--- src/rtl/pats_pkg.sv ---
// shared types and constants of the period-averaged timestamp smoother
`timescale 1ns / 1ps

package pats_pkg;

   // field widths
   localparam int TIME_W   = 48;
   localparam int PERIOD_W = 24;
   localparam int CFG_W    = 16;

   // working widths of the prediction and correction paths
   localparam int PRED_W  = TIME_W + 1;
   localparam int ERR_W   = TIME_W + 2;
   localparam int LIMIT_W = PERIOD_W + CFG_W;
   localparam int FRAC_W  = 16;
   localparam int SMALL_W = PERIOD_W + 1;
   localparam int GAIN_W  = FRAC_W + 2;
   localparam int PROD_W  = SMALL_W + GAIN_W;
   localparam int CORR_W  = PROD_W - FRAC_W;

   // register reset values, Q0.16
   localparam logic [CFG_W-1:0] SMOOTHING_RESET = 16'd62259;
   localparam logic [CFG_W-1:0] THRESHOLD_RESET = 16'd32768;

   // configuration register indexes
   localparam int CSR_INDEX_W = 1;
   typedef enum logic [CSR_INDEX_W-1:0] {
      CSR_SMOOTHING_FACTOR = 1'b0,
      CSR_JITTER_THRESHOLD = 1'b1
   } csr_index_type;

   // controller states
   typedef enum logic [2:0] {
      ST_IDLE,
      ST_UPDATE,
      ST_DIVIDE,
      ST_PREDICT,
      ST_ERROR,
      ST_MULT,
      ST_FINISH
   } state_type;

   // commands from controller to datapath
   typedef struct packed {
      logic accept;
      logic update;
      logic div_step;
      logic predict;
      logic error;
      logic mult;
      logic finish;
   } cmd_type;

   // status from datapath to controller
   typedef struct packed {
      logic div_last;
   } status_type;

endpackage

--- src/rtl/pats_datapath.sv ---
// datapath: period window, mean divider, prediction, correction and output register
`timescale 1ns / 1ps

module pats_datapath #(
   parameter int WINDOW = 50
) (
   input  logic                              clock,
   input  logic                              reset,
   input  pats_pkg::cmd_type                 cmd,
   output pats_pkg::status_type              status,
   input  logic                              csr_write_enable,
   input  logic [pats_pkg::CSR_INDEX_W-1:0]  csr_index,
   input  logic [pats_pkg::CFG_W-1:0]        csr_write_data,
   input  logic [pats_pkg::TIME_W-1:0]       req_receive_time,
   input  logic [pats_pkg::PERIOD_W-1:0]     req_period_sample,
   output logic [pats_pkg::TIME_W-1:0]       rsp_smoothed_time,
   output logic [pats_pkg::PERIOD_W-1:0]     rsp_mean_period,
   output logic                              rsp_corrected
);
   import pats_pkg::*;

   localparam int SLOT_W = (WINDOW > 1) ? $clog2(WINDOW) : 1;
   localparam int FILL_W = $clog2(WINDOW + 1);
   localparam int SUM_W  = PERIOD_W + FILL_W;
   localparam int DCNT_W = $clog2(SUM_W);

   // configuration registers
   logic [CFG_W-1:0] smoothing_ff, smoothing_in;
   logic [CFG_W-1:0] threshold_ff, threshold_in;

   // captured item
   logic [TIME_W-1:0]   recv_ff;
   logic [PERIOD_W-1:0] sample_ff;

   // window state
   logic [PERIOD_W-1:0] hist_mem [WINDOW];
   logic [PERIOD_W-1:0] rd_ff;
   logic [SUM_W-1:0]    sum_ff, sum_in;
   logic [FILL_W-1:0]   fill_ff, fill_in;
   logic [SLOT_W-1:0]   slot_ff, slot_in;
   logic                full;

   // divider
   logic [SUM_W-1:0]  dq_ff, dq_in;
   logic [FILL_W-1:0] rem_ff, rem_in;
   logic [DCNT_W-1:0] dcnt_ff, dcnt_in;
   logic [FILL_W:0]   trial;
   logic              trial_fits;
   logic [PERIOD_W-1:0] mean;

   // prediction and correction
   logic [TIME_W-1:0]        prev_ff, prev_in;
   logic                     have_prev_ff, have_prev_in;
   logic [PRED_W-1:0]        pred_ff;
   logic [LIMIT_W-1:0]       limit_ff;
   logic signed [ERR_W-1:0]  err_ff;
   logic [ERR_W-1:0]         mag;
   logic                     within_ff;
   logic [FRAC_W:0]          gain;
   logic signed [PROD_W-1:0] prod_ff, prod_in;
   logic signed [CORR_W-1:0] corr;
   logic [TIME_W-1:0]        smoothed;
   logic                     use_corr;

   // output register
   logic [TIME_W-1:0]   out_time_ff;
   logic [PERIOD_W-1:0] out_mean_ff;
   logic                out_corr_ff;

   // configuration writes
   always_comb begin
      smoothing_in = smoothing_ff;
      threshold_in = threshold_ff;
      if (csr_write_enable) begin
         unique case (csr_index)
            CSR_SMOOTHING_FACTOR: smoothing_in = csr_write_data;
            CSR_JITTER_THRESHOLD: threshold_in = csr_write_data;
            default: ;
         endcase
      end
   end

   // window bookkeeping
   always_comb begin
      full    = (fill_ff == FILL_W'(WINDOW));
      sum_in  = sum_ff - (full ? SUM_W'(rd_ff) : '0) + SUM_W'(sample_ff);
      fill_in = full ? fill_ff : fill_ff + 1'b1;
      slot_in = (slot_ff == SLOT_W'(WINDOW - 1)) ? '0 : slot_ff + 1'b1;
   end

   // restoring divider step, one quotient bit a cycle
   always_comb begin
      trial      = {rem_ff, dq_ff[SUM_W-1]};
      trial_fits = (trial >= {1'b0, fill_ff});
      rem_in     = trial_fits ? FILL_W'(trial - {1'b0, fill_ff}) : trial[FILL_W-1:0];
      dq_in      = {dq_ff[SUM_W-2:0], trial_fits};
      dcnt_in    = dcnt_ff + 1'b1;
      mean       = dq_ff[PERIOD_W-1:0];
      status.div_last = (dcnt_ff == DCNT_W'(SUM_W - 1));
   end

   // error magnitude, gain and final sum
   always_comb begin
      mag      = err_ff[ERR_W-1] ? ERR_W'(-err_ff) : ERR_W'(err_ff);
      gain     = {1'b1, {FRAC_W{1'b0}}} - {1'b0, smoothing_ff};
      prod_in  = $signed(err_ff[SMALL_W-1:0]) * $signed({1'b0, gain});
      corr     = prod_ff[PROD_W-1:FRAC_W];
      smoothed = pred_ff[TIME_W-1:0] + {{(TIME_W - CORR_W){corr[CORR_W-1]}}, corr};
      use_corr = have_prev_ff && (smoothing_ff != '0) && within_ff;
      prev_in  = use_corr ? smoothed : recv_ff;
      have_prev_in = 1'b1;
   end

   // control-side registers
   always_ff @(posedge clock) begin
      if (reset) begin
         smoothing_ff <= SMOOTHING_RESET;
         threshold_ff <= THRESHOLD_RESET;
         sum_ff       <= '0;
         fill_ff      <= '0;
         slot_ff      <= '0;
         prev_ff      <= '0;
         have_prev_ff <= 1'b0;
         dcnt_ff      <= '0;
      end else begin
         smoothing_ff <= smoothing_in;
         threshold_ff <= threshold_in;
         if (cmd.update) begin
            sum_ff  <= sum_in;
            fill_ff <= fill_in;
            slot_ff <= slot_in;
            dcnt_ff <= '0;
         end else if (cmd.div_step) begin
            dcnt_ff <= dcnt_in;
         end
         if (cmd.finish) begin
            prev_ff      <= prev_in;
            have_prev_ff <= have_prev_in;
         end
      end
   end

   // history memory, registered read of the slot about to be replaced
   always_ff @(posedge clock) begin
      rd_ff <= hist_mem[slot_ff];
      if (cmd.update) begin
         hist_mem[slot_ff] <= sample_ff;
      end
   end

   // payload registers
   always_ff @(posedge clock) begin
      if (cmd.accept) begin
         recv_ff   <= req_receive_time;
         sample_ff <= req_period_sample;
      end
      if (cmd.update) begin
         dq_ff  <= sum_in;
         rem_ff <= '0;
      end else if (cmd.div_step) begin
         dq_ff  <= dq_in;
         rem_ff <= rem_in;
      end
      if (cmd.predict) begin
         pred_ff  <= {1'b0, prev_ff} + PRED_W'(mean);
         limit_ff <= mean * threshold_ff;
      end
      if (cmd.error) begin
         err_ff <= $signed({2'b00, recv_ff}) - $signed({1'b0, pred_ff});
      end
      if (cmd.mult) begin
         within_ff <= (mag[ERR_W-1:PERIOD_W] == '0)
                      && ({mag[PERIOD_W-1:0], {FRAC_W{1'b0}}} < limit_ff);
         prod_ff   <= prod_in;
      end
      if (cmd.finish) begin
         out_time_ff <= prev_in;
         out_mean_ff <= mean;
         out_corr_ff <= use_corr;
      end
   end

   assign rsp_smoothed_time = out_time_ff;
   assign rsp_mean_period   = out_mean_ff;
   assign rsp_corrected     = out_corr_ff;

`ifndef SYNTHESIS
   a_fill_bound: assert property (@(posedge clock) disable iff (reset)
      fill_ff <= FILL_W'(WINDOW))
      else $error("fill count beyond window");
   a_slot_bound: assert property (@(posedge clock) disable iff (reset)
      slot_ff <= SLOT_W'(WINDOW - 1))
      else $error("write slot beyond window");
   a_sum_hold: assert property (@(posedge clock) disable iff (reset)
      !cmd.update |=> $stable(sum_ff))
      else $error("period sum changed without an update");
`endif

endmodule

--- src/rtl/pats_ctrl.sv ---
// controller: sequences one item through window update, division and correction
`timescale 1ns / 1ps

module pats_ctrl (
   input  logic                 clock,
   input  logic                 reset,
   input  logic                 req_valid,
   output logic                 req_ready,
   output logic                 rsp_valid,
   input  logic                 rsp_ready,
   input  pats_pkg::status_type status,
   output pats_pkg::cmd_type    cmd
);
   import pats_pkg::*;

   state_type state_ff, state_in;
   logic      rsp_valid_ff, rsp_valid_in;
   logic      out_free;

   // state register
   always_ff @(posedge clock) begin
      if (reset) begin
         state_ff     <= ST_IDLE;
         rsp_valid_ff <= 1'b0;
      end else begin
         state_ff     <= state_in;
         rsp_valid_ff <= rsp_valid_in;
      end
   end

   // next state and commands
   always_comb begin
      state_in  = state_ff;
      cmd       = '0;
      req_ready = 1'b0;
      out_free  = !rsp_valid_ff || rsp_ready;
      unique case (state_ff)
         ST_IDLE: begin
            // no item taken while reset is held
            req_ready = !reset;
            if (req_valid && !reset) begin
               cmd.accept = 1'b1;
               state_in   = ST_UPDATE;
            end
         end
         ST_UPDATE: begin
            cmd.update = 1'b1;
            state_in   = ST_DIVIDE;
         end
         ST_DIVIDE: begin
            cmd.div_step = 1'b1;
            if (status.div_last) begin
               state_in = ST_PREDICT;
            end
         end
         ST_PREDICT: begin
            cmd.predict = 1'b1;
            state_in    = ST_ERROR;
         end
         ST_ERROR: begin
            cmd.error = 1'b1;
            state_in  = ST_MULT;
         end
         ST_MULT: begin
            cmd.mult = 1'b1;
            state_in = ST_FINISH;
         end
         ST_FINISH: begin
            if (out_free) begin
               cmd.finish = 1'b1;
               state_in   = ST_IDLE;
            end
         end
         default: state_in = ST_IDLE;
      endcase
      rsp_valid_in = cmd.finish ? 1'b1 : (rsp_ready ? 1'b0 : rsp_valid_ff);
   end

   assign rsp_valid = rsp_valid_ff;

`ifndef SYNTHESIS
   a_rsp_from_finish: assert property (@(posedge clock) disable iff (reset)
      $rose(rsp_valid_ff) |-> $past(state_ff == ST_FINISH))
      else $error("result shown without a finishing step");
   a_accept_updates: assert property (@(posedge clock) disable iff (reset)
      (req_valid && req_ready) |=> state_ff == ST_UPDATE)
      else $error("accepted item not taken into the window");
   a_finish_no_overwrite: assert property (@(posedge clock) disable iff (reset)
      cmd.finish |-> (!rsp_valid_ff || rsp_ready))
      else $error("pending result overwritten");
`endif

endmodule

--- src/rtl/period_averaged_timestamp_smoother.sv ---
// top level of the period-averaged timestamp smoother
//
//  channel  direction  handshake              payload
//  req      in         req_valid/req_ready    req_receive_time, req_period_sample
//  rsp      out        rsp_valid/rsp_ready    rsp_smoothed_time, rsp_mean_period,
//                                             rsp_corrected
//  csr      in         csr_write_enable       csr_index, csr_write_data
//
// one item at a time: acceptance is followed by the window update, the restoring divider for
// the window mean (one quotient bit a cycle), prediction, error, correction and result load.
// next item is accepted the cycle after the result is loaded.
// synchronous reset clears the window, the prediction and both registers to defaults.
// a stalled result holds in the output register; a further result waits behind it.
`timescale 1ns / 1ps

module period_averaged_timestamp_smoother #(
   parameter int WINDOW = 50
) (
   input  logic                              clock,
   input  logic                              reset,
   input  logic                              req_valid,
   output logic                              req_ready,
   input  logic [pats_pkg::TIME_W-1:0]       req_receive_time,
   input  logic [pats_pkg::PERIOD_W-1:0]     req_period_sample,
   output logic                              rsp_valid,
   input  logic                              rsp_ready,
   output logic [pats_pkg::TIME_W-1:0]       rsp_smoothed_time,
   output logic [pats_pkg::PERIOD_W-1:0]     rsp_mean_period,
   output logic                              rsp_corrected,
   input  logic                              csr_write_enable,
   input  logic [pats_pkg::CSR_INDEX_W-1:0]  csr_index,
   input  logic [pats_pkg::CFG_W-1:0]        csr_write_data
);
   import pats_pkg::*;

   cmd_type    cmd;
   status_type status;

   // sequencing
   pats_ctrl u_ctrl (
      .clock     (clock),
      .reset     (reset),
      .req_valid (req_valid),
      .req_ready (req_ready),
      .rsp_valid (rsp_valid),
      .rsp_ready (rsp_ready),
      .status    (status),
      .cmd       (cmd)
   );

   // arithmetic and storage
   pats_datapath #(
      .WINDOW (WINDOW)
   ) u_datapath (
      .clock             (clock),
      .reset             (reset),
      .cmd               (cmd),
      .status            (status),
      .csr_write_enable  (csr_write_enable),
      .csr_index         (csr_index),
      .csr_write_data    (csr_write_data),
      .req_receive_time  (req_receive_time),
      .req_period_sample (req_period_sample),
      .rsp_smoothed_time (rsp_smoothed_time),
      .rsp_mean_period   (rsp_mean_period),
      .rsp_corrected     (rsp_corrected)
   );

endmodule
--- config.mk ---
export PLATFORM = sky130hd
export DESIGN_NAME = period_averaged_timestamp_smoother
export DESIGN_NICKNAME = d
export VERILOG_FILES = /design/src/rtl/pats_pkg.sv /design/src/rtl/pats_datapath.sv /design/src/rtl/pats_ctrl.sv /design/src/rtl/period_averaged_timestamp_smoother.sv
export SDC_FILE = /design/constraint.sdc
export NUM_CORES = 2
export LEC_CHECK = 0
export BUFFER_PORTS_ARGS = -buffer_cell sky130_fd_sc_hd__buf_2
export CAP_MARGIN = 0
export CORE_MARGIN = 8
export CORE_UTILIZATION = 50
export DETAILED_ROUTE_END_ITERATION = 6
export GPL_TIMING_DRIVEN = 0
export HOLD_SLACK_MARGIN = 0.06
export PLACE_DENSITY = 0.66
export SLEW_MARGIN = 25
export SYNTH_ARGS = -nofsm -noshare
export SYNTH_HDL_FRONTEND = slang
export SYNTH_SLANG_ARGS = --single-unit
--- constraint.sdc ---
create_clock -name clock -period 8.9 [get_ports clock]
set_input_delay 0.445 -clock clock [delete_from_list [all_inputs] [get_ports clock]]
set_output_delay 0.445 -clock clock [all_outputs]
set_load 0.02 [all_outputs]
# ---- Yosys cells after proc, flatten, opt, wreduce, memory -nomap -nowiden
# Memory sizes are Yosys's and may differ from the RTL's. A register that Yosys moved wholly into a read port is not among the register bits.
# Cells that the tools add are included.
dict set report word_totals {
  reg_bits 496
  ramBits 1200
  out_inout_bits 75
  word_cells 94
  n_memories 1
}
# memory words width rd rd_clocked_by_memory_dff write_ports line
set mem_list {}
lappend mem_list {u_datapath.hist_mem 50 24 1 1 1 pats_datapath.sv:36} ;# logic [PERIOD_W-1:0] hist_mem [WINDOW];
dict set report op_classes {
  addsub 11
  n_mul 2
  magnitude_cmp 2
  eq_ne 12
  muxes 25
  n_bitwise 2
  reduce_logical 17
}
# operator n
set op_table {}
lappend op_table {{30-bit two-way mux} 2}
lappend op_table {{50-bit two-way mux} 1}
lappend op_table {{50-bit negation} 1}
lappend op_table {{48-bit by 49-bit subtractor with 50-bit output} 1}
lappend op_table {{48-bit by 24-bit adder with 49-bit output} 1}
lappend op_table {{48-bit adder} 1}
lappend op_table {{48-bit two-way mux} 1}
lappend op_table {{25-bit by 18-bit multiplier with 43-bit output} 1}
lappend op_table {{40-bit < comparator} 1}
lappend op_table {{24-bit by 16-bit multiplier with 40-bit output} 1}
lappend op_table {{30-bit by 24-bit adder with 30-bit output} 1}
lappend op_table {{30-bit subtractor} 1}
lappend op_table {{26-bit zero test} 1}
lappend op_table {{24-bit two-way mux} 1}
lappend op_table {{3-bit case mux with 7 select lines} 1}
lappend op_table {{17-bit by 16-bit subtractor with 17-bit output (first input constant)} 1}
lappend op_table {{16-bit nonzero test} 1}
lappend op_table {{1-bit two-way mux} 14}
lappend op_table {{6-bit by 1-bit adder with 6-bit output (second input constant)} 2}
lappend op_table {{6-bit equality test (second input constant)} 2}
lappend op_table {{6-bit two-way mux} 2}
lappend op_table {{3-bit equality test (second input constant)} 3}
lappend op_table {{3-bit two-way mux} 3}
lappend op_table {{7-bit by 6-bit >= comparator with 1-bit output} 1}
lappend op_table {{other kinds (16)} 26}

# ---- Logic depth before layout (Yosys ltp)
dict set report depth {
  word_depth 5
  depth_mapped 31
}

# ---- Hierarchy
# A second synthesis with hierarchy kept.
dict set report unflattened {
  cells_unflattened 8169
  area_unflattened_um2 98244.2
}
# mod instances cells_each area_each_um2 seq_area_each_um2
set modules_own_cells {}
lappend modules_own_cells {pats_datapath 1 8140 97972.7 49467.4}
lappend modules_own_cells {pats_ctrl 1 29 271.5 80.1}

# ---- Worst setup path after synthesis
# Ideal clock, no wire load.
dict set report synth_timing {
  path_kind {flip-flop to flip-flop}
  from {register u_datapath.smoothing_ff[2]}
  to {register u_datapath.prod_ff[42], data pin}
  setup_ps 262
  arrival_ps 7612
  required_ps 8638
  path_slack_ps 1025
  path_stages_with_launch 28
  n_path_buf 1
  synth_period_minus_slack_ps 7875
  cell_sequence {dfxtp_1 > or4_1 > nor2_1 > nand2_1 > nor4_1 > xnor2_1 > clkbuf_1 > nand2_1 > fa_1 > inv_1 > fa_1 > fa_1 > fa_1 > fa_1 > inv_1 > fa_1 > inv_1 > ha_1 > a21o_1 > a21o_1 > a221o_1 > a221oi_1 > a31oi_1 > a221oi_1 > o21ai_0 > a31o_2 > a21oi_1 > xor2_1}
}
dict set report synth_between {
  elab_chain_len 2
}
# element line
set synth_rtl {}
lappend synth_rtl {{start: declaration} pats_datapath.sv:28} ;# logic [CFG_W-1:0] smoothing_ff, smoothing_in;
lappend synth_rtl {{start signal: assignment} pats_datapath.sv:126} ;# smoothing_ff <= smoothing_in;
lappend synth_rtl {{17-bit by 16-bit subtractor with 17-bit output} pats_datapath.sv:105} ;# gain = {1'b1, {FRAC_W{1'b0}}} - {1'b0, smoothing_ff};
lappend synth_rtl {{25-bit by 18-bit multiplier with 43-bit output} pats_datapath.sv:106} ;# prod_in = $signed(err_ff[SMALL_W-1:0]) * $signed({1'b0, gain});
lappend synth_rtl {{net u_datapath.prod_in[42]} pats_datapath.sv:60} ;# logic signed [PROD_W-1:0] prod_ff, prod_in;
lappend synth_rtl {{end signal: assignment} pats_datapath.sv:174} ;# prod_ff <= prod_in;
lappend synth_rtl {{end: declaration} pats_datapath.sv:60}
# The timed path passes the listed nets, and every way through them passes these cells.
# A chain may end at the register's enable or synchronous reset.

# ---- Worst setup path in the final report
dict set report layout_timing {
  from {register u_datapath.smoothing_ff[0]}
  to {register u_datapath.prod_ff[37], data pin}
}
# Same word-level chain as after synthesis.

==> results by group <==
Run status
  – Status: finished with violations
  – Failing checks: design-rule violations

Yosys
  – Mapped Cells: 8193
  – Post-synthesis cell type count: 78
  – Seq cells post-synth: 1704
  – Yosys top cell area share: 47.2%
  – EDFF count, synth: 1542
  – Post-synthesis sequential area ratio: 50.5%
  – Largest area contributor in the netlist: edfxtp_1
  – Syn nets: 9435
  – Top post-synthesis cells by area: edfxtp_1, fa_1, ha_1
  – Top FF cell, synth: edfxtp_1
  – Syn_area_per_cell: 12.0 um2
  – Asr flop ratio synth: 0%
  – Yosys warns: 0
  – Mapped cell area: 98100 um2

Pwr
  – Power share of the sequential group: 35.3%
  – Switch share: 34.8%
  – Internal power: 0.0177 W
  – NetSw: 0.00947 W
  – Power Density: 242 nW/um2
  – Comb pwr share: 37.0%
  – Clock power share: 27.7%
  – Worst VDD drop: 0.356 mV
  – Pleak: 43.0 nW

Place
  – Final GP Congestion: 0.963
  – Port Buf Inserts: 167
  – Post-DP HPWL: 245000 um
  – # placed instances: 11.1k

Drt
  – Drt initial violations: 8655
  – Post-DRT Antenna Nets: 0
  – Routed WL per cell: 28.6 um
  – DRT Wirelength: 330000 um
  – Vias: 70.4k
  – Detailed-route vias per instance: 6.09
  – Pre-antenna DRT Iters: 7
  – DRC violations left: 6

Worst setup path
  – Cell mode on critical path: fa_1
  – Critical path data arrival time: 9270 ps
  – Crit path kind: reg2reg
  – Critical path's largest stage delay: 670 ps
  – Worst Path Buf+Inv: 5
  – Worst setup SP type: flip-flop
  – Crit-path leading delay family: adder cells
  – Slowest cell on the critical path: dfxtp_1
  – Worst setup EP type: flip-flop
  – Critical path peak fanout: 10
  – Data required, critical path: 9470 ps

GRT
  – Global-route usage over all layers: 30.6%
  – Largest net degree at the start of global routing: 45
  – Total gr overflow: 0
  – Antenna violations before repair: 6
  – Vias in the first global route: 70.6k
  – Global-route wire length before repair: 476000 um

Job
  – Max-Cap Viols: 0

Die
  – Die height: 459 um
  – Core Area: 195000 um2
  – Starting Density: 50.3%
  – Die area: 211000 um2
  – Die width: 459 um
  – Core Rows: 162
  – Num ports: 169

STA
  – Fin Setup TNS: 0 ps
  – Clk_skew: 88.5 ps
  – Tmin final: 8700 ps
  – Crit share post-route: 97.8%
  – Fmax: 0.115 GHz
  – Max-slew violation count: 0
  – Final setup viols: 0
  – Least-Margin Pin Slew: 1250 ps
  – Rel. slew slack: 17.0%
  – Final hold vios: 0

Worst hold path
  – Hold Crit Class: in2reg

Clock network
  – Clock Latency Late Sink: 860 ps
  – Clk root buf: clkbuf_16
  – H-Tree Depth: 4
  – Num CTS Buffers: 171
  – Sink Count: 1704
  – Clock slew at reported path FFs: 60 ps
  – CTS Buffer Depth: 3
  – CTS tree: yes

Final layout
  – Nets: 10.0k
  – Fin util: 57.6%
  – Filler cells: 15.7k
  – Layout Cells excl Fill: 11.5k
  – Share of post-route cells with drive strength above 1: 8.05%
  – Area Overhead vs Synth: 14.4%
cell usage after synthesis (90+ instances only):
master	instances
a221oi_1	97
o21ai_0	203
nand2_1	895
dfxtp_1	162
edfxtp_1	1542
ha_1	400
clkbuf_1	339
and2_1	330
a22oi_1	412
nand4_1	113
fa_1	748
a21oi_1	313
inv_1	1052
xnor2_1	191
nor2_1	290
a22o_1	90
per-layer routing:
metal / global-route usage (%) / routed length, um / vias up / share of wire (%)
li1: - / - / 29930 / -
met1: 38.2 / 120000 / 35228 / 36
met2: 49.4 / 152000 / 4190 / 46
met3: 5.70 / 31300 / 1004 / 9.5
met4: 19.6 / 25800 / 6 / 7.8
met5: 0 / 43 / - / 0.013
timing repair:
action | in CTS | in global routing
resized for setup | 22 | 27
hold buffers | 93 | 0
hold endpoints to repair | 105 | 0
pin swaps | 3 | 1
endpoints found under the setup margin | 16 | 9
buffers inserted | 5 | 3
through the flow:
step	cell area (um2)	power, W	setup slack (ps)	hold WS, ps
after floorplan	98100	0.0167	1030	436
after global placement	102000	0.0194	-1470	444
after detailed placement	105000	0.0195	-1090	454
after CTS	112000	0.0272	83.8	64.1
after global routing	112000	0.0288	-5.44	147
final	112000	0.0272	196	116
cells in the final DEF (no fill, tap or decap), types with 27 or more instances in the layout:
| cell | n |
|---|---|
| and3_1 | 54 |
| o21bai_1 | 36 |
| nor2_1 | 240 |
| nand3_1 | 89 |
| edfxtp_1 | 1542 |
| a21oi_1 | 313 |
| clkbuf_2 | 27 |
| o211ai_1 | 32 |
| dlygate4sd3_1 | 93 |
| inv_1 | 1051 |
| nand2b_1 | 35 |
| nand4_1 | 113 |
| and2_1 | 328 |
| xnor2_1 | 183 |
| a31oi_1 | 78 |
| nand2_1 | 894 |
| buf_2 | 173 |
| clkinv_1 | 29 |
| fa_1 | 748 |
| a22o_1 | 90 |
| dfxtp_1 | 162 |
| a22oi_1 | 412 |
| nor2_4 | 49 |
| buf_4 | 27 |
| a211oi_1 | 48 |
| a221oi_1 | 95 |
| nor2b_1 | 38 |
| ha_1 | 400 |
| o21ai_0 | 198 |
| buf_1 | 44 |
| xor2_1 | 68 |
| buf_8 | 51 |
| mux2i_1 | 31 |
| clkbuf_1 | 346 |
| nor3_1 | 51 |
| o21a_1 | 27 |
| buf_16 | 39 |
| clkbuf_16 | 176 |
| a21o_1 | 77 |
final cells by class:
class / count / area, um2 / share of cell area (%)
Clock buffer: 219 / 4620 / 4.11
Sequential cell: 1704 / 49500 / 44.1
Multi-Input combinational cell: 5044 / 43800 / 39.0
Timing Repair Buffer: 405 / 4360 / 3.88
Tap cell: 2624 / 3280 / 2.92
Antenna cell: 7 / 17.5 / 0.0156
Clock inverter: 99 / 1260 / 1.12
Buffer: 390 / 1530 / 1.36
Inverter: 1053 / 3950 / 3.52
power groups by stage:
stage | registers, W | clock network [W] | logic (W)
6_report | 0.00960 | 0.00754 | 0.0101
3_5_place_dp | 0.00976 | 0 | 0.00971
5_1_grt | 0.00960 | 0.00785 | 0.0113
2_1_floorplan | 0.00963 | 0 | 0.00708
4_1_cts | 0.00959 | 0.00755 | 0.0100
3_3_place_gp | 0.00984 | 0 | 0.00952
tightest hold or removal path, cell delays in order:
cell and delay [ps]:
buf_2 100, nand2_1 170, nand2_1 120, a21oi_1 60
final timing paths:
check             cells after the start                         end                        from  slack [ps]
hold reg to reg                       2        u_datapath.sum_ff[6]        u_datapath.sum_ff[6]         460
setup reg to reg                     26      u_datapath.prod_ff[37]  u_datapath.smoothing_ff[0]         200
setup / recovery                     26      u_datapath.prod_ff[37]  u_datapath.smoothing_ff[0]         200
hold / removal                        4  u_datapath.threshold_ff[2]                   csr_index         120
state kept, by name (all words and copies together), names as in the netlist, 3 cells and up:
name	flops
u_datapath.rsp_smoothed_time	48
u_ctrl.state_ff	3
u_datapath.hist_mem	1200
u_datapath.recv_ff	48
u_datapath.sum_ff	30
u_datapath.prod_ff	27
u_datapath.rsp_mean_period	24
u_datapath.rd_ff	24
u_datapath.dq_ff	30
u_datapath.limit_ff	40
u_datapath.fill_ff	6
u_datapath.sample_ff	24
u_datapath.dcnt_ff	5
u_datapath.pred_ff	49
u_datapath.smoothing_ff	16
u_datapath.slot_ff	6
u_datapath.rem_ff	6
u_datapath.threshold_ff	16
u_datapath.prev_ff	48
u_datapath.err_ff	50
kinds of logic after synthesis:
logic type,synth area share [%]
multiplexers,0.328
buffers and inverters,5.54
flip-flops,50.5
XOR/XNOR,2.35
AO/OA/AOI/OAI,11.0
AND/OR/NAND/NOR,9.89
adder cells (fa/ha/maj),20.4
Power figures use the tool's default switching activity.
